--- src/hw/rtl/boc_pkg.sv ---
// Shared types, widths and helper functions for the bilinear over compositor.
// Used by every module of the block; depends on nothing else.
package boc_pkg;

    localparam int NUM_CH     = 4;
    localparam int CH_W       = 16;
    localparam int NARROW_W   = 8;
    localparam int PIX_W      = NUM_CH * CH_W;
    localparam int FRAC_BITS  = 16;
    localparam int FRAC_W     = FRAC_BITS + 1;
    localparam int CFG_FRAC_W = 16;
    localparam int CFG_IDX_W  = 2;
    localparam int CFG_DATA_W = 16;
    localparam int PROD_W     = CH_W + FRAC_W;
    localparam int BPROD_W    = 2 * CH_W;
    localparam int CMP_W      = (FRAC_W > CFG_FRAC_W) ? FRAC_W : CFG_FRAC_W;

    localparam logic [FRAC_W-1:0] FRAC_ONE  = FRAC_W'(1) << FRAC_BITS;
    localparam logic [PROD_W-1:0] ROUND_HALF = PROD_W'(1) << (FRAC_BITS - 1);
    localparam logic [CH_W-1:0]   CH_MAX     = {CH_W{1'b1}};
    localparam logic [CH_W-1:0]   NARROW_MAX = CH_W'({NARROW_W{1'b1}});

    typedef enum logic [CFG_IDX_W-1:0] {
        REG_DEPTH_MODE = 2'd0,
        REG_FRAC_X     = 2'd1,
        REG_FRAC_Y     = 2'd2
    } cfg_reg_t;

    typedef struct packed {
        logic                  depth_mode;
        logic [CFG_FRAC_W-1:0] frac_x;
        logic [CFG_FRAC_W-1:0] frac_y;
    } cfg_t;

    typedef struct packed {
        logic valid;
        logic wide;
    } ctl_t;

    typedef logic [NUM_CH-1:0][CH_W-1:0] chan_arr_t;

    function automatic logic [FRAC_W-1:0] clamp_frac(input logic [CFG_FRAC_W-1:0] f);
        logic [CMP_W-1:0] fw;
        logic [CMP_W-1:0] one;
        fw  = CMP_W'(f);
        one = CMP_W'(FRAC_ONE);
        return (fw > one) ? FRAC_W'(one) : FRAC_W'(fw);
    endfunction

    function automatic chan_arr_t unpack_pixel(input logic [PIX_W-1:0] px,
                                               input logic wide);
        chan_arr_t ch;
        for (int c = 0; c < NUM_CH; c++) begin
            ch[c] = wide ? px[c*CH_W +: CH_W] : CH_W'(px[c*NARROW_W +: NARROW_W]);
        end
        return ch;
    endfunction

endpackage

--- src/hw/rtl/boc_lerp_chan.sv ---
// Bilinear interpolation of one channel over two register stages.
// Stage one holds the horizontal products, stage two the vertical ones. Depends on boc_pkg.
module boc_lerp_chan (
    input  logic                        clk,
    input  logic [boc_pkg::CH_W-1:0]    tl,
    input  logic [boc_pkg::CH_W-1:0]    tr,
    input  logic [boc_pkg::CH_W-1:0]    bl,
    input  logic [boc_pkg::CH_W-1:0]    br,
    input  logic [boc_pkg::FRAC_W-1:0]  tx,
    input  logic [boc_pkg::FRAC_W-1:0]  tx_inv,
    input  logic [boc_pkg::FRAC_W-1:0]  ty,
    input  logic [boc_pkg::FRAC_W-1:0]  ty_inv,
    output logic [boc_pkg::CH_W-1:0]    sample
);
    import boc_pkg::*;

    logic [PROD_W-1:0] p_tl_reg;
    logic [PROD_W-1:0] p_tr_reg;
    logic [PROD_W-1:0] p_bl_reg;
    logic [PROD_W-1:0] p_br_reg;
    logic [PROD_W-1:0] p_top_reg;
    logic [PROD_W-1:0] p_bot_reg;
    logic [PROD_W-1:0] top_sum;
    logic [PROD_W-1:0] bot_sum;
    logic [PROD_W-1:0] ver_sum;
    logic [CH_W-1:0]   top_val;
    logic [CH_W-1:0]   bot_val;

    always_ff @(posedge clk)
    begin
        p_tl_reg <= PROD_W'(tl) * PROD_W'(tx_inv);
        p_tr_reg <= PROD_W'(tr) * PROD_W'(tx);
        p_bl_reg <= PROD_W'(bl) * PROD_W'(tx_inv);
        p_br_reg <= PROD_W'(br) * PROD_W'(tx);
    end

    assign top_sum = p_tl_reg + p_tr_reg + ROUND_HALF;
    assign bot_sum = p_bl_reg + p_br_reg + ROUND_HALF;
    assign top_val = top_sum[FRAC_BITS +: CH_W];
    assign bot_val = bot_sum[FRAC_BITS +: CH_W];

    always_ff @(posedge clk)
    begin
        p_top_reg <= PROD_W'(top_val) * PROD_W'(ty_inv);
        p_bot_reg <= PROD_W'(bot_val) * PROD_W'(ty);
    end

    assign ver_sum = p_top_reg + p_bot_reg + ROUND_HALF;
    assign sample  = ver_sum[FRAC_BITS +: CH_W];

endmodule

--- config.mk ---
export PLATFORM = sky130hd
export DESIGN_NAME = boc_lerp_chan
export DESIGN_NICKNAME = d
export VERILOG_FILES = /design/src/hw/rtl/boc_pkg.sv /design/src/hw/rtl/boc_lerp_chan.sv
export SDC_FILE = /design/constraint.sdc
export NUM_CORES = 2
export LEC_CHECK = 0
export BUFFER_PORTS_ARGS = -buffer_cell sky130_fd_sc_hd__clkbuf_2
export CORE_ASPECT_RATIO = 1.4
export CORE_UTILIZATION = 55
export CTS_BUF_LIST = sky130_fd_sc_hd__clkbuf_2 sky130_fd_sc_hd__clkbuf_4 sky130_fd_sc_hd__clkbuf_8
export CTS_CLUSTER_SIZE = 8
export DETAILED_ROUTE_END_ITERATION = 10
export GPL_TIMING_DRIVEN = 0
export PLACE_DENSITY = 0.72
export SYNTH_ARGS = -nofsm -noshare
export SYNTH_HDL_FRONTEND = slang
export SYNTH_SLANG_ARGS = --single-unit
--- constraint.sdc ---
create_clock -name clk -period 17.2 [get_ports clk]
set_input_delay 5.16 -clock clk [delete_from_list [all_inputs] [get_ports clk]]
set_output_delay 5.16 -clock clk [all_outputs]
set_load 0.02 [all_outputs]
==> results by group <==
Finish
  – Fillers: 9947
  – Most common cell after layout, fill and taps aside: inv_1
  – Final #Nets: 8997
  – Layout cells sized above 1: 2.583%
  – Commonest cells after routing, fill and taps aside: 1445 x inv_1, 1242 x fa_1, 1087 x nand2_1
  – Area Overhead vs Synth: 4.649%

Hold path
  – Worst Hold Class: flop to flop

Floorplan
  – IO Count: 149
  – Row count: 143
  – Core area: 0.1084 mm^2
  – DIE AREA: 0.1105 mm^2
  – Chip Height: 392.9 um
  – Die Wd: 281.2 um
  – Starting Density: 55.38%

Synth
  – Post-Syn Area per Cell: 8.949 um^2
  – Fraction of registers with async set/reset: 0%
  – Distinct cells, synth: 75
  – Yosys reg bits: 192
  – Register area share after synthesis: 6.402%
  – Post-Syn Area: 0.06004 mm^2
  – Post-synth EDFFs: 0
  – Synth Warn #: 0
  – Ys flop type: dfxtp_1
  – Mapped Cells: 6709
  – Syn nets: 8867

Global routing
  – Grt ovf: 0
  – GR Layer Usage met1: 35.26%
  – First-pass GRT wire length: 277.1 mm
  – Most used routing layer: met2
  – Number of global-route vias before repair: 50006
  – Met2 Track Usage GR: 60.62%
  – Met3 usage: 5.097%
  – Initial antenna violation count: 20
  – Gr usage total: 33.76%
  – Largest net degree at the start of global routing: 21

Critical path
  – CP Capture Type: flop
  – Data arrival, critical path: 12.84 ns
  – Critical path type: input port to flop
  – Crit Path Max Fanout: 10
  – Req. time, crit path: 17.66 ns
  – R2R Setup Slk: 6.60 ns
  – Startpoint Class: input port

Timing
  – RSZ-0062 raised after global routing: false
  – Slew HR: 14.80%
  – TNS Setup: 0 ns
  – Tmin final: 12.38 ns
  – Setup violations, final: 0
  – Clk_skew: 0.02422 ns
  – Fmax: 0.08076 GHz
  – Final Hold Fails: 0
  – Pins Over Slew Limit: 0
  – Worst-Margin Slew: 1.278 ns
  – Final Cycle Share: 71.99%

Placement
  – IO buf count: 111
  – GP Congestion: 0.9985
  – DP HPWL: 153.3 mm

Clock network
  – Root buffer cell: clkbuf_8
  – H-tree depth: 4
  – PostCTS Resize Cnt: 0
  – Clock Latency Late Sink: 0.60 ns
  – Post-cts hold buffer count: 0
  – Total CTS buffers: 17
  – Setup repair bufs after CTS: 0
  – # clock sinks: 192
  – CTS tree: built
  – CTS clock-pin slew for the worst setup and hold paths: 0.11 ns
  – Worst-case clock buffer depth: 2

Run status
  – Outcome: completed

Detailed routing
  – Total wire length: 179.1 mm
  – Iter 0 DRT Violations: 2561
  – Detailed Routing Iterations Pass 1: 6
  – DRC errors left: 0
  – Vias: 45843
  – Routed len/inst: 21.56 um
  – DR vias/cell: 5.519
  – Antenna Nets Post-Route: 0

Flow run
  – Max Cap Viol: 0
-- metrics by stage --
step | hold WS (ns) | worst slack, ns | std cells | cell area [um^2] | utilization, %
after floorplan | 0.8279 | 6.043 | 6709 | 60040 | -
final | 1.016 | 4.818 | 8307 | 62830 | 57.95
after global routing | 1.162 | 4.536 | 8303 | 62820 | 57.94
after detailed placement | 1.035 | 4.392 | 8270 | 62410 | 57.56
after global placement | 1.024 | 4.486 | 8270 | 62410 | 57.56
after CTS | 1.045 | 5.025 | 8302 | 62820 | 57.94
-- per-layer routing --
| layer | wire (um) | vias up |
|---|---|---|
| li1 | - | 20450 |
| met5 | 236 | - |
| met3 | 10520 | 705 |
| met2 | 90510 | 1615 |
| met1 | 61320 | 23045 |
| met4 | 16520 | 28 |
-- cell families (layout without fill, tap and decap cells) --
kind of cell | after synthesis | in the layout | synth area share (%)
buf+inv | 1722 | 1865 | 10.80
fa+ha+maj | 2025 | 2025 | 57.73
simple gates | 2020 | 2020 | 15.94
other cells | 0 | 5 | 0
compound gates | 519 | 519 | 5.745
xor+xnor | 231 | 231 | 3.382
flops | 192 | 192 | 6.402
-- worst paths after layout --
kind / start / cells after the start / endpoint
max: bl[5] / 25 / p_bl_reg[25]
min reg2reg: p_br_reg[31] / 4 / p_bot_reg[31]
min: p_br_reg[31] / 4 / p_bot_reg[31]
max reg2reg: p_tr_reg[20] / 33 / p_top_reg[31]
-- synth_stat cells, drive strengths merged, types with 71 or more instances --
cell type,count,share of area [%]
inv,1445,9.0
fa,1242,41
nand2,1087,6.8
ha,783,16
and2,603,6.3
clkbuf,267,1.7
dfxtp,192,6.4
xnor2,181,2.7
a21oi,167,1.4
nor2,122,0.76
a21o,92,1.2
o21ai,71,0.60
-- layout make-up --
cell class | count | area [um^2] | share of cell area [%]
diodes | 5 | 12.51 | 0.01991
plain buffers | 277 | 1061 | 1.689
clock buffers | 18 | 247.7 | 0.3943
clock inverters | 14 | 161.4 | 0.2569
inverters | 1445 | 5424 | 8.632
multi-input cells | 4795 | 49710 | 79.12
flip-flops and latches | 192 | 3844 | 6.117
well taps | 1450 | 1814 | 2.887
repair buffers | 111 | 555.5 | 0.8841
-- critical path: stages --
cell       delay, ns
clkbuf_1        0.63
clkbuf_1        0.51
nand2_1         0.17
fa_1            0.60
inv_1           0.06
fa_1            0.48
inv_1           0.06
fa_1            0.48
fa_1            0.60
inv_1           0.07
fa_1            0.49
inv_1           0.06
fa_1            0.48
inv_1           0.04
ha_1            0.32
and2_1          0.19
a22oi_1         0.20
nand2b_1        0.10
o21bai_1        0.24
a2111oi_0       0.55
o21ai_0         0.24
o41ai_1         0.53
o21bai_1        0.15
a21oi_1         0.20
xnor2_1         0.23
Power is left out: the tool's default activity adds up to more than one toggle a clock period on the data nets, which glitch-free logic cannot reach.
