`config.mk`:
```
export PLATFORM = sky130hd
export DESIGN_NAME = boc_blend
export DESIGN_NICKNAME = d
export VERILOG_FILES = /design/src/hw/rtl/boc_pkg.sv /design/src/hw/rtl/boc_blend.sv
export SDC_FILE = /design/constraint.sdc
export NUM_CORES = 2
export LEC_CHECK = 0
export ABC_AREA = 0
export BUFFER_PORTS_ARGS = -buffer_cell sky130_fd_sc_hd__buf_2
export CAP_MARGIN = 20
export CORE_MARGIN = 1
export CORE_UTILIZATION = 54
export CTS_BUF_LIST = sky130_fd_sc_hd__clkbuf_8 sky130_fd_sc_hd__clkbuf_16
export CTS_CLUSTER_DIAMETER = 200
export DETAILED_ROUTE_END_ITERATION = 10
export GPL_ROUTABILITY_DRIVEN = 0
export HOLD_SLACK_MARGIN = 0.02
export PLACE_DENSITY = 0.73
export SLEW_MARGIN = 20
export SYNTH_ARGS = -nofsm -noshare
export SYNTH_HDL_FRONTEND = slang
export SYNTH_SLANG_ARGS = --single-unit
```
`constraint.sdc`:
```
create_clock -name clk -period 5.3 [get_ports clk]
set_input_delay 0.265 -clock clk [delete_from_list [all_inputs] [get_ports clk]]
set_output_delay 0.265 -clock clk [all_outputs]
set_load 0.01 [all_outputs]
```
`src/hw/rtl/boc_pkg.sv`:
```
// Shared types, widths and helper functions for the bilinear over compositor.
// Used by every module of the block; depends on nothing else.
package boc_pkg;

    localparam int NUM_CH     = 4;
    localparam int CH_W       = 16;
    localparam int NARROW_W   = 8;
    localparam int PIX_W      = NUM_CH * CH_W;
    localparam int FRAC_BITS  = 16;
    localparam int FRAC_W     = FRAC_BITS + 1;
    localparam int CFG_FRAC_W = 16;
    localparam int CFG_IDX_W  = 2;
    localparam int CFG_DATA_W = 16;
    localparam int PROD_W     = CH_W + FRAC_W;
    localparam int BPROD_W    = 2 * CH_W;
    localparam int CMP_W      = (FRAC_W > CFG_FRAC_W) ? FRAC_W : CFG_FRAC_W;

    localparam logic [FRAC_W-1:0] FRAC_ONE  = FRAC_W'(1) << FRAC_BITS;
    localparam logic [PROD_W-1:0] ROUND_HALF = PROD_W'(1) << (FRAC_BITS - 1);
    localparam logic [CH_W-1:0]   CH_MAX     = {CH_W{1'b1}};
    localparam logic [CH_W-1:0]   NARROW_MAX = CH_W'({NARROW_W{1'b1}});

    typedef enum logic [CFG_IDX_W-1:0] {
        REG_DEPTH_MODE = 2'd0,
        REG_FRAC_X     = 2'd1,
        REG_FRAC_Y     = 2'd2
    } cfg_reg_t;

    typedef struct packed {
        logic                  depth_mode;
        logic [CFG_FRAC_W-1:0] frac_x;
        logic [CFG_FRAC_W-1:0] frac_y;
    } cfg_t;

    typedef struct packed {
        logic valid;
        logic wide;
    } ctl_t;

    typedef logic [NUM_CH-1:0][CH_W-1:0] chan_arr_t;

    function automatic logic [FRAC_W-1:0] clamp_frac(input logic [CFG_FRAC_W-1:0] f);
        logic [CMP_W-1:0] fw;
        logic [CMP_W-1:0] one;
        fw  = CMP_W'(f);
        one = CMP_W'(FRAC_ONE);
        return (fw > one) ? FRAC_W'(one) : FRAC_W'(fw);
    endfunction

    function automatic chan_arr_t unpack_pixel(input logic [PIX_W-1:0] px,
                                               input logic wide);
        chan_arr_t ch;
        for (int c = 0; c < NUM_CH; c++) begin
            ch[c] = wide ? px[c*CH_W +: CH_W] : CH_W'(px[c*NARROW_W +: NARROW_W]);
        end
        return ch;
    endfunction

endpackage

```
`src/hw/rtl/boc_blend.sv`:
```
// Premultiplied alpha over: scales the destination by inverse alpha, divides by
// the channel maximum and adds the sample, over two register stages. Depends on boc_pkg.
module boc_blend (
    input  logic                       clk,
    input  logic                       rst_n,
    input  boc_pkg::ctl_t              ctl_in,
    input  boc_pkg::chan_arr_t         sample,
    input  boc_pkg::chan_arr_t         dest,
    output logic                       out_valid,
    output logic [boc_pkg::PIX_W-1:0]  out_pixel
);
    import boc_pkg::*;

    ctl_t                           ctl3_reg;
    logic [NUM_CH-1:0][BPROD_W-1:0] prod_reg;
    chan_arr_t                      samp3_reg;
    logic [CH_W-1:0]                alpha_inv;
    logic [PIX_W-1:0]               pixel_next;
    logic [PIX_W-1:0]               pixel_reg;
    logic                           valid_reg;

    assign alpha_inv = ctl_in.wide ? (CH_MAX - sample[NUM_CH-1])
                                   : (NARROW_MAX - sample[NUM_CH-1]);

    always_ff @(posedge clk or negedge rst_n)
    begin
        if (!rst_n)
        begin
            ctl3_reg  <= '0;
            valid_reg <= 1'b0;
        end
        else
        begin
            ctl3_reg  <= ctl_in;
            valid_reg <= ctl3_reg.valid;
        end
    end

    always_ff @(posedge clk)
    begin
        for (int c = 0; c < NUM_CH; c++)
        begin
            prod_reg[c] <= BPROD_W'(dest[c]) * BPROD_W'(alpha_inv);
        end
        samp3_reg <= sample;
        pixel_reg <= pixel_next;
    end

    // Division by 2^w - 1 is exact as (p + (p >> w) + 1) >> w for p up to (2^w - 1)^2.
    always_comb
    begin
        logic [BPROD_W:0]       sum16;
        logic [2*NARROW_W:0]    sum8;
        logic [2*NARROW_W-1:0]  p8;
        logic [CH_W-1:0]        q16;
        logic [NARROW_W-1:0]    q8;
        logic [CH_W-1:0]        nd16;
        logic [NARROW_W-1:0]    nd8;
        pixel_next = '0;
        for (int c = 0; c < NUM_CH; c++)
        begin
            sum16 = (BPROD_W+1)'(prod_reg[c]) + (BPROD_W+1)'(prod_reg[c] >> CH_W)
                    + (BPROD_W+1)'(1);
            q16   = sum16[CH_W +: CH_W];
            p8    = prod_reg[c][2*NARROW_W-1:0];
            sum8  = (2*NARROW_W+1)'(p8) + (2*NARROW_W+1)'(p8 >> NARROW_W)
                    + (2*NARROW_W+1)'(1);
            q8    = sum8[NARROW_W +: NARROW_W];
            nd16  = q16 + samp3_reg[c];
            nd8   = q8 + samp3_reg[c][NARROW_W-1:0];
            if (ctl3_reg.wide)
            begin
                pixel_next[c*CH_W +: CH_W] = nd16;
            end
            else
            begin
                pixel_next[c*NARROW_W +: NARROW_W] = nd8;
            end
        end
    end

    assign out_valid = valid_reg;
    assign out_pixel = pixel_reg;

endmodule

```
==> flow_summary.toml <==
[run_status]
outcome = "finished, violations left"
failed_checks = "negative setup slack"

[cts]
cts_buffer_depth = 3
cts_root_buf = "clkbuf_16"
cts_htree_levels = 2
cts_tree = "done"
cts_buffers = 34
clk_latency_ns = 0.57
cts.sinks = 259
clk_pin_slew_ns = 0.07

[sta]
max_freq_mhz = 168.1
period_share = 1.122
fin_skew_ns = 0.02227
drv_slew = 0
finalHoldViolations = 0
period_minus_slack_ns = 5.949
setup_viol = 59
worst_slew_pin_slew_ns = 0.8235
rsz0062_at_grt = "true"
fin_ws_ns = -0.6487
maxSlewHeadroom = 0.4510

[drt]
drc = 0
wl_um = 129800
drtPass1Iterations = 5
ant_nets = 0
drtIter0Drc = 2161
wl_per_cell_um = 18.35
num_vias = 37794
via_per_inst = 5.342

[floorplan]
row_count = 107
core_area_um2 = 85680
design.die.area_um2 = 88190
ios = 197
fp.dieH_um = 297.0
die_w_um = 297.0
initial_core_util = 0.5483

[synthesis]
yosys-top-cells-area = "fa_1 33%, ha_1 16%, dfxtp_1 11%, inv_1 7.9%, nand2b_1 4.6%"
yosysSeqAreaShare = 0.1107
syn_area_um2 = 46980
synth_top_area_share = 0.3341
syn_nets = 6672
synth-seq-cells = 259
ys_types = 75
synth_warnings = 0
syn_area_per_cell_um2 = 9.100
yosys-top-cells-count = "990 x inv_1, 784 x fa_1, 593 x ha_1, 394 x nand2_1, 347 x nand2b_1"
async_flop_share = 0.01158
synthCells = 5163
synth-edff-count = 0
synthFlopType = "dfxtp_1"
yosysTopAreaCell = "fa_1"
yosysMostFrequentCell = "inv_1"

[global_routing]
overflow = 0
grt_pass1_vias = 40035
met1_usage = 0.3763
top_usage_layer = "met2"
grt_util_met3 = 0.06378
antenna_found_initial = 4
grt_max_degree = 73
track_usage = 0.2945
met2_usage = 0.4920
grt_pass1_wl_um = 207100

[finish]
largest_reg_flops = 128
drive_gt1_frac = 0.2021
area.growth.synth_to_final_pct = 23.54
layoutNonFillerInstCount = 7075
num-nets-final = 7413
finish.utilization = 0.6774

[critical_path]
critical_path_buf_inv_count = 7
startpoint_type = "input pin"
cp_top_family = "adder cells"
critPathKind = "input pin to flop"
worstPathMaxFanout = 7
cp.arrival_ns = 6.44
critPathMostFrequentCell = "fa_1"
critPathCaptureType = "flop"
worstPathRequired_ns = 5.79
slowest_delay_ns = 0.55
slowest_stage = "fa_1"

[place]
port_buffers = 196
place_inst = 6860
dp_hpwl_um = 103500
dpl_worst_slack_ns = -1.374

[min_path]
hold_class = "input pin to flop"

[run]
maxCapViolations = 0
-- worst register-to-register path, stage by stage, from the launching register on --
cell,delay [ns]
dfxtp_1,0.51
ha_1,0.31
a21oi_1,0.15
o21ai_0,0.14
a211oi_1,0.27
a21oi_1,0.11
o21ai_0,0.17
nand2b_1,0.10
xor2_1,0.16
ha_1,0.24
fa_1,0.45
a21o_1,0.19
a21oi_1,0.29
nor2_1,0.09
o21a_1,0.21
o22ai_1,0.20
o21ai_1,0.13
o41ai_1,0.53
o21ai_1,0.19
mux2i_1,0.33
-- repair_timing --
action,in CTS,in global routing
setup endpoints to repair,61,68
gates cloned,6,4
resized for setup,217,179
pin swaps,136,121
hold buffers,60,0
setup buffers,58,35
endpoints found under the hold margin,60,0
-- cell type report --
cell class | instances | area (um2)
inverters | 990 | 3726
flip-flops and latches | 259 | 5201
clock inverters | 25 | 349.1
multi-input cells | 3733 | 39170
clock buffers | 36 | 889.6
fillers | 6393 | 27640
repair buffers | 886 | 7269
well taps | 1144 | 1431
diodes | 2 | 5.005
-- through the flow --
step	hold WS [ns]	TNS, ns	cell area, um2
2_1_floorplan	-0.03059	-24.44	47590
3_3_place_gp	0.06270	-63.02	53520
3_5_place_dp	0.06762	-68.74	53520
4_1_cts	0.04289	-15.08	56950
5_1_grt	0.06671	-29.44	58040
6_report	0.06774	-18.90	58040
-- layout by cell type (no fill, tap or decap), drive strengths merged, types with 9 or more instances in the layout --
master       instances
nor3                48
a21oi              156
xnor2              204
a21o                80
ha                 593
or3                 18
nand2              394
nand3               54
xor2                80
o21bai              30
nand4               27
o21a                34
a31oi               18
mux2                 9
and3                25
clkbuf              40
inv               1000
o21ai               92
a211oi              28
nor2               136
dlygate4sd3         60
nor2b              193
fa                 784
buf                818
o211ai              11
dfxtp              256
and2               265
nand2b             347
-- per-layer routing --
layer | wire [um] | part of all wire | vias up
met2 | 61920 | 0.48 | 1297
met4 | 5114 | 0.039 | 2
met3 | 10670 | 0.082 | 271
li1 | - | - | 17463
met5 | 13 | 0.00010 | -
met1 | 52100 | 0.40 | 18761
-- worst paths after layout --
kind	startpoint	to	slack [ns]	cells past startpoint
setup reg to reg	prod_reg[106]	out_pixel[62]	0.39	19
hold reg to reg	ctl3_reg[1]	out_valid	0.36	0
setup / recovery	sample[59]	prod_reg[63]	-0.65	27
max in group asynchronous	rst_n	out_valid	4.05	4
hold / removal	sample[60]	samp3_reg[60]	0.07	2
min in group asynchronous	rst_n	ctl3_reg[0]	0.58	3
-- logic make-up (layout without fill, tap and decap cells) --
| kind of cell | after synthesis | after routing | share of synthesized area |
|---|---|---|---|
| other | 0 | 2 | 0 |
| buffers and inverters | 1172 | 1937 | 0.09363 |
| XOR/XNOR | 284 | 284 | 0.05294 |
| flip-flops | 259 | 259 | 0.1107 |
| AO/OA/AOI/OAI | 518 | 518 | 0.07286 |
| multiplexers | 12 | 13 | 0.002770 |
| adder cells (fa/ha/maj) | 1377 | 1377 | 0.4920 |
| AND/OR/NAND/NOR | 1541 | 1541 | 0.1751 |
Power is left out: the tool's default activity adds up to more than one toggle a clock period on the data nets, which glitch-free logic cannot reach.
