===== config.mk =====
export PLATFORM = sky130hd
export DESIGN_NAME = boc_cfg_regs
export DESIGN_NICKNAME = d
export VERILOG_FILES = /design/src/hw/rtl/boc_pkg.sv /design/src/hw/rtl/boc_cfg_regs.sv
export SDC_FILE = /design/constraint.sdc
export NUM_CORES = 1
export LEC_CHECK = 0
export BUFFER_PORTS_ARGS = -buffer_cell sky130_fd_sc_hd__buf_2
export CORE_MARGIN = 2
export CORE_UTILIZATION = 47
export DETAILED_ROUTE_END_ITERATION = 10
export GPL_TIMING_DRIVEN = 0
export PLACE_DENSITY = 0.78
export SKIP_LAST_GASP = 1
export SLEW_MARGIN = 20
export SYNTH_ARGS = -nofsm -noshare
export SYNTH_HDL_FRONTEND = slang
export SYNTH_SLANG_ARGS = --single-unit

===== constraint.sdc =====
create_clock -name clk -period 0.8 [get_ports clk]
set_input_delay 0.16 -clock clk [delete_from_list [all_inputs] [get_ports clk]]
set_output_delay 0.16 -clock clk [all_outputs]
set_load 0.005 [all_outputs]

===== src/hw/rtl/boc_pkg.sv =====
// Shared types, widths and helper functions for the bilinear over compositor.
// Used by every module of the block; depends on nothing else.
package boc_pkg;

    localparam int NUM_CH     = 4;
    localparam int CH_W       = 16;
    localparam int NARROW_W   = 8;
    localparam int PIX_W      = NUM_CH * CH_W;
    localparam int FRAC_BITS  = 16;
    localparam int FRAC_W     = FRAC_BITS + 1;
    localparam int CFG_FRAC_W = 16;
    localparam int CFG_IDX_W  = 2;
    localparam int CFG_DATA_W = 16;
    localparam int PROD_W     = CH_W + FRAC_W;
    localparam int BPROD_W    = 2 * CH_W;
    localparam int CMP_W      = (FRAC_W > CFG_FRAC_W) ? FRAC_W : CFG_FRAC_W;

    localparam logic [FRAC_W-1:0] FRAC_ONE  = FRAC_W'(1) << FRAC_BITS;
    localparam logic [PROD_W-1:0] ROUND_HALF = PROD_W'(1) << (FRAC_BITS - 1);
    localparam logic [CH_W-1:0]   CH_MAX     = {CH_W{1'b1}};
    localparam logic [CH_W-1:0]   NARROW_MAX = CH_W'({NARROW_W{1'b1}});

    typedef enum logic [CFG_IDX_W-1:0] {
        REG_DEPTH_MODE = 2'd0,
        REG_FRAC_X     = 2'd1,
        REG_FRAC_Y     = 2'd2
    } cfg_reg_t;

    typedef struct packed {
        logic                  depth_mode;
        logic [CFG_FRAC_W-1:0] frac_x;
        logic [CFG_FRAC_W-1:0] frac_y;
    } cfg_t;

    typedef struct packed {
        logic valid;
        logic wide;
    } ctl_t;

    typedef logic [NUM_CH-1:0][CH_W-1:0] chan_arr_t;

    function automatic logic [FRAC_W-1:0] clamp_frac(input logic [CFG_FRAC_W-1:0] f);
        logic [CMP_W-1:0] fw;
        logic [CMP_W-1:0] one;
        fw  = CMP_W'(f);
        one = CMP_W'(FRAC_ONE);
        return (fw > one) ? FRAC_W'(one) : FRAC_W'(fw);
    endfunction

    function automatic chan_arr_t unpack_pixel(input logic [PIX_W-1:0] px,
                                               input logic wide);
        chan_arr_t ch;
        for (int c = 0; c < NUM_CH; c++) begin
            ch[c] = wide ? px[c*CH_W +: CH_W] : CH_W'(px[c*NARROW_W +: NARROW_W]);
        end
        return ch;
    endfunction

endpackage


===== src/hw/rtl/boc_cfg_regs.sv =====
// Configuration register file: depth mode and the two subpixel fractions.
// Depends on boc_pkg.
module boc_cfg_regs (
    input  logic                          clk,
    input  logic                          rst_n,
    input  logic                          cfg_valid,
    output logic                          cfg_ready,
    input  logic [boc_pkg::CFG_IDX_W-1:0]  cfg_index,
    input  logic [boc_pkg::CFG_DATA_W-1:0] cfg_data,
    output boc_pkg::cfg_t                 cfg
);
    import boc_pkg::*;

    logic                  depth_mode_reg;
    logic [CFG_FRAC_W-1:0] frac_x_reg;
    logic [CFG_FRAC_W-1:0] frac_y_reg;

    assign cfg_ready = 1'b1;

    always_ff @(posedge clk or negedge rst_n)
    begin
        if (!rst_n)
        begin
            depth_mode_reg <= 1'b0;
            frac_x_reg     <= '0;
            frac_y_reg     <= '0;
        end
        else if (cfg_valid && cfg_ready)
        begin
            unique case (cfg_reg_t'(cfg_index))
                REG_DEPTH_MODE: depth_mode_reg <= cfg_data[0];
                REG_FRAC_X:     frac_x_reg     <= CFG_FRAC_W'(cfg_data);
                REG_FRAC_Y:     frac_y_reg     <= CFG_FRAC_W'(cfg_data);
                default:        ;
            endcase
        end
    end

    assign cfg.depth_mode = depth_mode_reg;
    assign cfg.frac_x     = frac_x_reg;
    assign cfg.frac_y     = frac_y_reg;

endmodule


==> flow_metrics.tcl, run 1 <==
set metrics [dict create \
    multi_input_area_um2 503 \
    grt_pass1_wl_mm 4.11 \
    irDropWorstVdd_v 0.00155 \
    drc 0 \
    arrival_ns 0.85 \
    syn_inst 74 \
    grt_overflow 0 \
    ctsRootBufferMaster "clkbuf_4" \
    maxSlewViolCount 0 \
    crit_chain "buf_2" \
    gp_congestion 0.715 \
    port_buffers 53 \
    path_buf_inv 1 \
    synth_nets 95 \
    relSlewSlack 0.538 \
    ant_nets 0 \
    rsz0062_at_grt "yes" \
    grtUsageMet2 0.281 \
    area_growth_pct 37.1 \
    start_util 0.494 \
    finalCritPeriodShare 1.27 \
    hold_path.class "input port to asynchronous set/reset pin" \
    finalHoldViolCount 33 \
    critical-path-max-stage-delay_ns 0.40 \
    post_drt_wl_per_cell_um 13.8 \
    nets 169 \
    place_ws_ns -0.349 \
    critical_path.top_delay_family "flip-flops" \
    start_kind "flip-flop" \
    diodes 0 \
    htreeDepth 2 \
    status "finished with violations" \
    grtUsageTotal 0.166 \
    cts_tree "done" \
    required_ns 0.64 \
    fill_cells 210 \
    fin_skew_ns 0 \
    grt_pass1_vias 917 \
    ys_ff_latch 33 \
    grt-busiest-layer "met2" \
    yosysTopAreaCellShare 0.607 \
    use_met1 0.191 \
    syn_area_mm2 0.00136 \
    max_freq_mhz 987 \
    synthTopCellsByArea "dfrtp_1 (61%), mux2_4 (22%), mux2_2 (11%)" \
    path_class "flip-flop to output pin" \
    finalSetupViolations 47 \
    hold_slack_ns -0.129 \
    power_per_cell_area_mw_per_mm2 2270 \
    cts.sink_count 33 \
    yosysSeqAreaShare 0.607 \
    core_mm2 0.00276 \
    final_cell_mix "buf_2 (52), dfrtp_1 (33), mux2_4 (20)" \
    yosysTopAreaCell "dfrtp_1" \
    die_w_um 57.8 \
    rows 19 \
    cts_buffers 5 \
    path_max_fanout 2 \
    vias_per_cell 4.83 \
    period_minus_slack_ns 1.01 \
    p_leak_nw 1.01 \
    antenna_found_initial 0 \
    clk_latency_ns 0.31 \
    final_layout_size_suffix_gt1_frac 0.764 \
    die_area_mm2 0.00334 \
    cts_buffer_depth 2 \
    grt_max_degree 34 \
    drtIter0Drc 13 \
    chipHeight_um 57.8 \
    pin_count 55 \
    synth_cell_type_count 8 \
    yosysWarnings 0 \
    layout_commonest_cell "buf_2" \
    end_kind "output pin" \
    regArea_um2 826 \
    worst_pin_slew_ns 0.693 \
    maxCapViolCount 0 \
    final_cells 179 \
    route.vias.total 864 \
    setup_slack_ns -0.213 \
    use_met3 0.0558 \
    failed_checks "negative hold slack, negative setup slack" \
    drtPass1Iterations 3 \
    wl_mm 2.47 \
    dp.cells 158 \
    clk_pin_slew_ns 0.09 \
    slowest_stage "dfrtp_1" \
    postSynthAreaPerCell_um2 18.4 \
]
-- report_power, final --
part | switching, mW | internal, mW
Clock | 0.487 | 0.415
Sequential | 0.165 | 1.98
Combinational | 0.369 | 0.816
Total | 1.02 | 3.21
-- synth_stat cells --
cell type  instances
nor3b_1            1
mux2_4            20
nand3b_4           2
mux2_2            13
dfrtp_1           33
conb_1             1
buf_6              2
buf_4              2
-- path summary, 6_finish.rpt --
kind	to	slack (ns)	start	cells past startpoint
max in group asynchronous	frac_x_reg[8]	0.47	rst_n	1
worst min-delay path	frac_x_reg[1]	-0.13	rst_n	1
min in group clk	frac_y_reg[15]	0.08	cfg_data[15]	2
worst max-delay path	cfg[16]	-0.21	frac_x_reg[0]	1
worst min register to register	frac_y_reg[2]	0.51	frac_y_reg[2]	1
worst max register to register	frac_y_reg[9]	-0.08	frac_y_reg[9]	2
-- metrics by stage --
stage | area (um2) | power [mW] | setup TNS [ns] | util
after floorplan | 1370 | 2.66 | -2.42 | -
after global placement | 1670 | 3.10 | -8.52 | 0.606
after detailed placement | 1670 | 3.14 | -8.92 | 0.606
after CTS | 1810 | 4.22 | -7.64 | 0.658
after global routing | 1870 | 4.49 | -9.14 | 0.677
final | 1870 | 4.23 | -7.17 | 0.677
-- final cells by class --
| type | instances | share of cell area |
|---|---|---|
| plain buffers | 3 | 0.0201 |
| well taps | 31 | 0.0208 |
| flip-flops and latches | 33 | 0.442 |
| multi-input cells | 37 | 0.269 |
| repair buffers | 68 | 0.218 |
| clock buffers | 7 | 0.0295 |
-- logic make-up after synthesis --
kind of cell,synth area share
multiplexers,0.328
flip-flops,0.607
buffers and inverters,0.0276
AND/OR/NAND/NOR,0.0349
other,0.00275
-- repair_timing --
item	in CTS	in global routing
setup endpoints to repair	33	50
setup buffers	12	5
gates resized for setup	1	8
endpoints found under the hold margin	33	33
-- metal layers --
layer / wire length [um] / up-vias
met5: 0 / -
met4: 27 / 0
met3: 147 / 2
met2: 1310 / 29
met1: 989 / 431
li1: - / 402
Power figures use the tool's default switching activity.
==> run 2, diff against run 1 <==
- ABC_AREA: not set -> 1
- CORE_UTILIZATION: 47 -> 50
- PLACE_DENSITY: 0.78 -> 0.79
==> run 2 against run 1 <==
Net effect: core utilization up 6.2 points; die area grew 14%; synthesized cell count rose by 110%; largest power group unchanged; sequential power fell by 3%; final cell count up 59%; the run still ends with negative hold slack, negative setup slack left; design area is 24% higher; critical path type unchanged; first-iteration DRC count grew to 3.7 times the previous value; critical endpoint is now cfg[13].
==> flow_metrics.tcl, run 2 <==
set metrics [dict create \
    clkPwrFrac 0.273 \
    area_growth_pct 38.2 \
    path_class "flip-flop to output pin" \
    synth_adder_area_share 0 \
    synth.area.mux_share 0 \
    maxSlewViolCount 0 \
    synth_cell_type_count 14 \
    status "finished with violations" \
    post_drt_wl_per_cell_um 13.8 \
    finalHoldViolCount 33 \
    yosysSeqAreaShare 0.494 \
    grt-busiest-layer "met2" \
    maxCapViolCount 0 \
    drtPass1Iterations 4 \
    clk_pin_slew_ns 0.11 \
    diodes 0 \
    antenna_found_initial 0 \
    p_sw_frac 0.287 \
    synth_top_family_by_area "simple AND/OR/NAND/NOR gates" \
    path_buf_inv 1 \
    start_kind "flip-flop" \
    finalSetupViolations 42 \
    finalCritPeriodShare 1.34 \
    htreeDepth 2 \
    grt_overflow 0 \
    timing.rr.start "frac_y_reg[9]" \
    yosysMostFrequentCell "dfrtp_1" \
    synth_nets 174 \
    dp_hpwl_mm 2.66 \
    grt_pass1_wl_mm 5.91 \
    failed_checks "negative hold slack, negative setup slack" \
    drtIter0Drc 48 \
    synthTopCellsByArea "dfrtp_1 (49%), nand2_4 (13%), nand4_1 (12%)" \
    synth_xor_area_frac 0 \
    required_ns 0.64 \
    yosysWarnings 0 \
    power_per_cell_area_mw_per_mm2 2110 \
    ys_ff_latch 33 \
    cts_tree "done" \
    pin_count 55 \
    path_max_fanout 2 \
    p_switching_mw 1.40 \
    rsz0062_at_grt "yes" \
    yosysTopAreaCellShare 0.494 \
    synth_edf_count 0 \
    pwr-share-seq 0.426 \
    yosysTopAreaCell "dfrtp_1" \
    ctsRootBufferMaster "clkbuf_4" \
    critical_path.top_delay_family "flip-flops" \
    synth-simple-area-share 0.416 \
    chipHeight_um 61.8 \
    end_kind "output pin" \
    rows 20 \
    clk_latency_ns 0.33 \
    syn_inst 153 \
    core_mm2 0.00313 \
    final_cells 285 \
    final_layout_size_suffix_gt1_frac 0.602 \
    final_cell_area_mm2 0.00231 \
    layout_commonest_cell "buf_2" \
    die_w_um 61.8 \
    gp_congestion 0.777 \
    use_met1 0.246 \
    drc 0 \
    grtUsageMet2 0.362 \
    ant_nets 0 \
    vias_per_cell 5.11 \
    relSlewSlack 0.519 \
    nets 261 \
    critical-path-max-stage-delay_ns 0.42 \
    finalSetupTns_ns -7.91 \
    hold_path.class "input port to asynchronous set/reset pin" \
    p_leak_nw 1.25 \
    setup_slack_ns -0.268 \
    synthArstFlopShare 1.00 \
    cts_buffer_depth 2 \
    p_int_mw 3.48 \
    dp.cells 247 \
    cts_buffers 5 \
    max_freq_mhz 936 \
    synth_compound_area_frac 0 \
    port_buffers 50 \
    p_comb_frac 0.301 \
    synth_commonest_cells "dfrtp_1 (33), nand4_1 (32), nand2_1 (27)" \
    grtUsageTotal 0.213 \
    worst_pin_slew_ns 0.722 \
    post_dp_cell_area_mm2 0.00199 \
    synthFlopType "dfrtp_1" \
    postSynthAreaPerCell_um2 10.9 \
    crit_start "frac_y_reg[13]" \
    arrival_ns 0.91 \
    grt_pass1_vias 1371 \
    use_met3 0.0725 \
    start_util 0.534 \
    irDropWorstVdd_v 0.00115 \
    crit_chain "buf_2" \
    route.vias.total 1455 \
    die_area_mm2 0.00382 \
    place_ws_ns -0.0803 \
    final_cell_mix "buf_2 (56), dfrtp_1 (33), nand4_1 (32), buf_4 (32), nand2_1 (27)" \
    slowest_stage "dfrtp_1" \
    period_minus_slack_ns 1.07 \
    hold_slack_ns -0.154 \
    cp.depth 1 \
    grt_max_degree 34 \
    syn_area_mm2 0.00167 \
    cts.sink_count 33 \
    wl_mm 3.92 \
    fin_skew_ns 0 \
    reg2reg_depth 4 \
]
run 2: cell count changes in the layout (fill, tap and decap cells not counted), moves of 13 or more:
| cell | previous run | this run |
|---|---|---|
| nand2_1 | 0 | 27 |
| buf_4 | 10 | 32 |
| mux2_2 | 13 | 0 |
| mux2_4 | 20 | 0 |
| nand2_2 | 0 | 20 |
| nand4_1 | 0 | 32 |
| nand2_4 | 0 | 20 |
run 2: cell type report:
type | count | area [um2]
sequential | 33 | 826
clock buffer | 7 | 55.1
multi-input combinational | 104 | 699
tap | 44 | 55.1
fill | 222 | 817
timing repair buffer | 81 | 489
buffer | 13 | 134
clock inverter | 1 | 30.0
inverter | 2 | 22.5
run 2: cell families (layout without fill, tap and decap cells):
logic type,count (synthesis),count (layout)
buffers and inverters,16,104
AND/OR/NAND/NOR,103,103
other,1,1
flip-flops,33,33
run 2: through the flow:
| stage | total power, mW | hold slack (ns) | util |
|---|---|---|---|
| 2_1_floorplan | 2.75 | -0.136 | - |
| 3_3_place_gp | 3.15 | 0.237 | 0.638 |
| 3_5_place_dp | 3.20 | 0.248 | 0.638 |
| 4_1_cts | 4.73 | -0.134 | 0.708 |
| 5_1_grt | 5.10 | -0.0917 | 0.739 |
| 6_report | 4.88 | -0.154 | 0.739 |
run 2: final timing paths:
kind / end / slack (ns)
max in group asynchronous: frac_y_reg[4] / 0.48
setup reg to reg: frac_y_reg[9] / -0.05
hold / removal: frac_y_reg[3] / -0.15
setup / recovery: cfg[13] / -0.27
hold reg to reg: frac_y_reg[2] / 0.48
min in group clk: frac_y_reg[3] / 0.07
run 2: what timing repair did:
| item | 4_1_cts | 5_1_grt |
|---|---|---|
| setup endpoints to repair | 33 | 33 |
| setup buffers | 18 | 13 |
| endpoints found under the hold margin | 33 | 33 |
| resized for setup | 1 | 0 |
run 2: per-layer routing:
metal | up-vias | share of wire
met3 | 8 | 0.050
met4 | 0 | 0.016
met5 | - | 0
met2 | 43 | 0.52
li1 | 697 | -
met1 | 707 | 0.42
run 2: power groups by stage:
stage | sequential, mW | combinational, mW | clock (mW)
floorplan | 2.21 | 0.539 | 0
CTS | 2.08 | 1.31 | 1.35
global placement | 2.17 | 0.982 | 0
global route | 2.10 | 1.60 | 1.40
finish | 2.08 | 1.47 | 1.33
detailed placement | 2.19 | 1.01 | 0
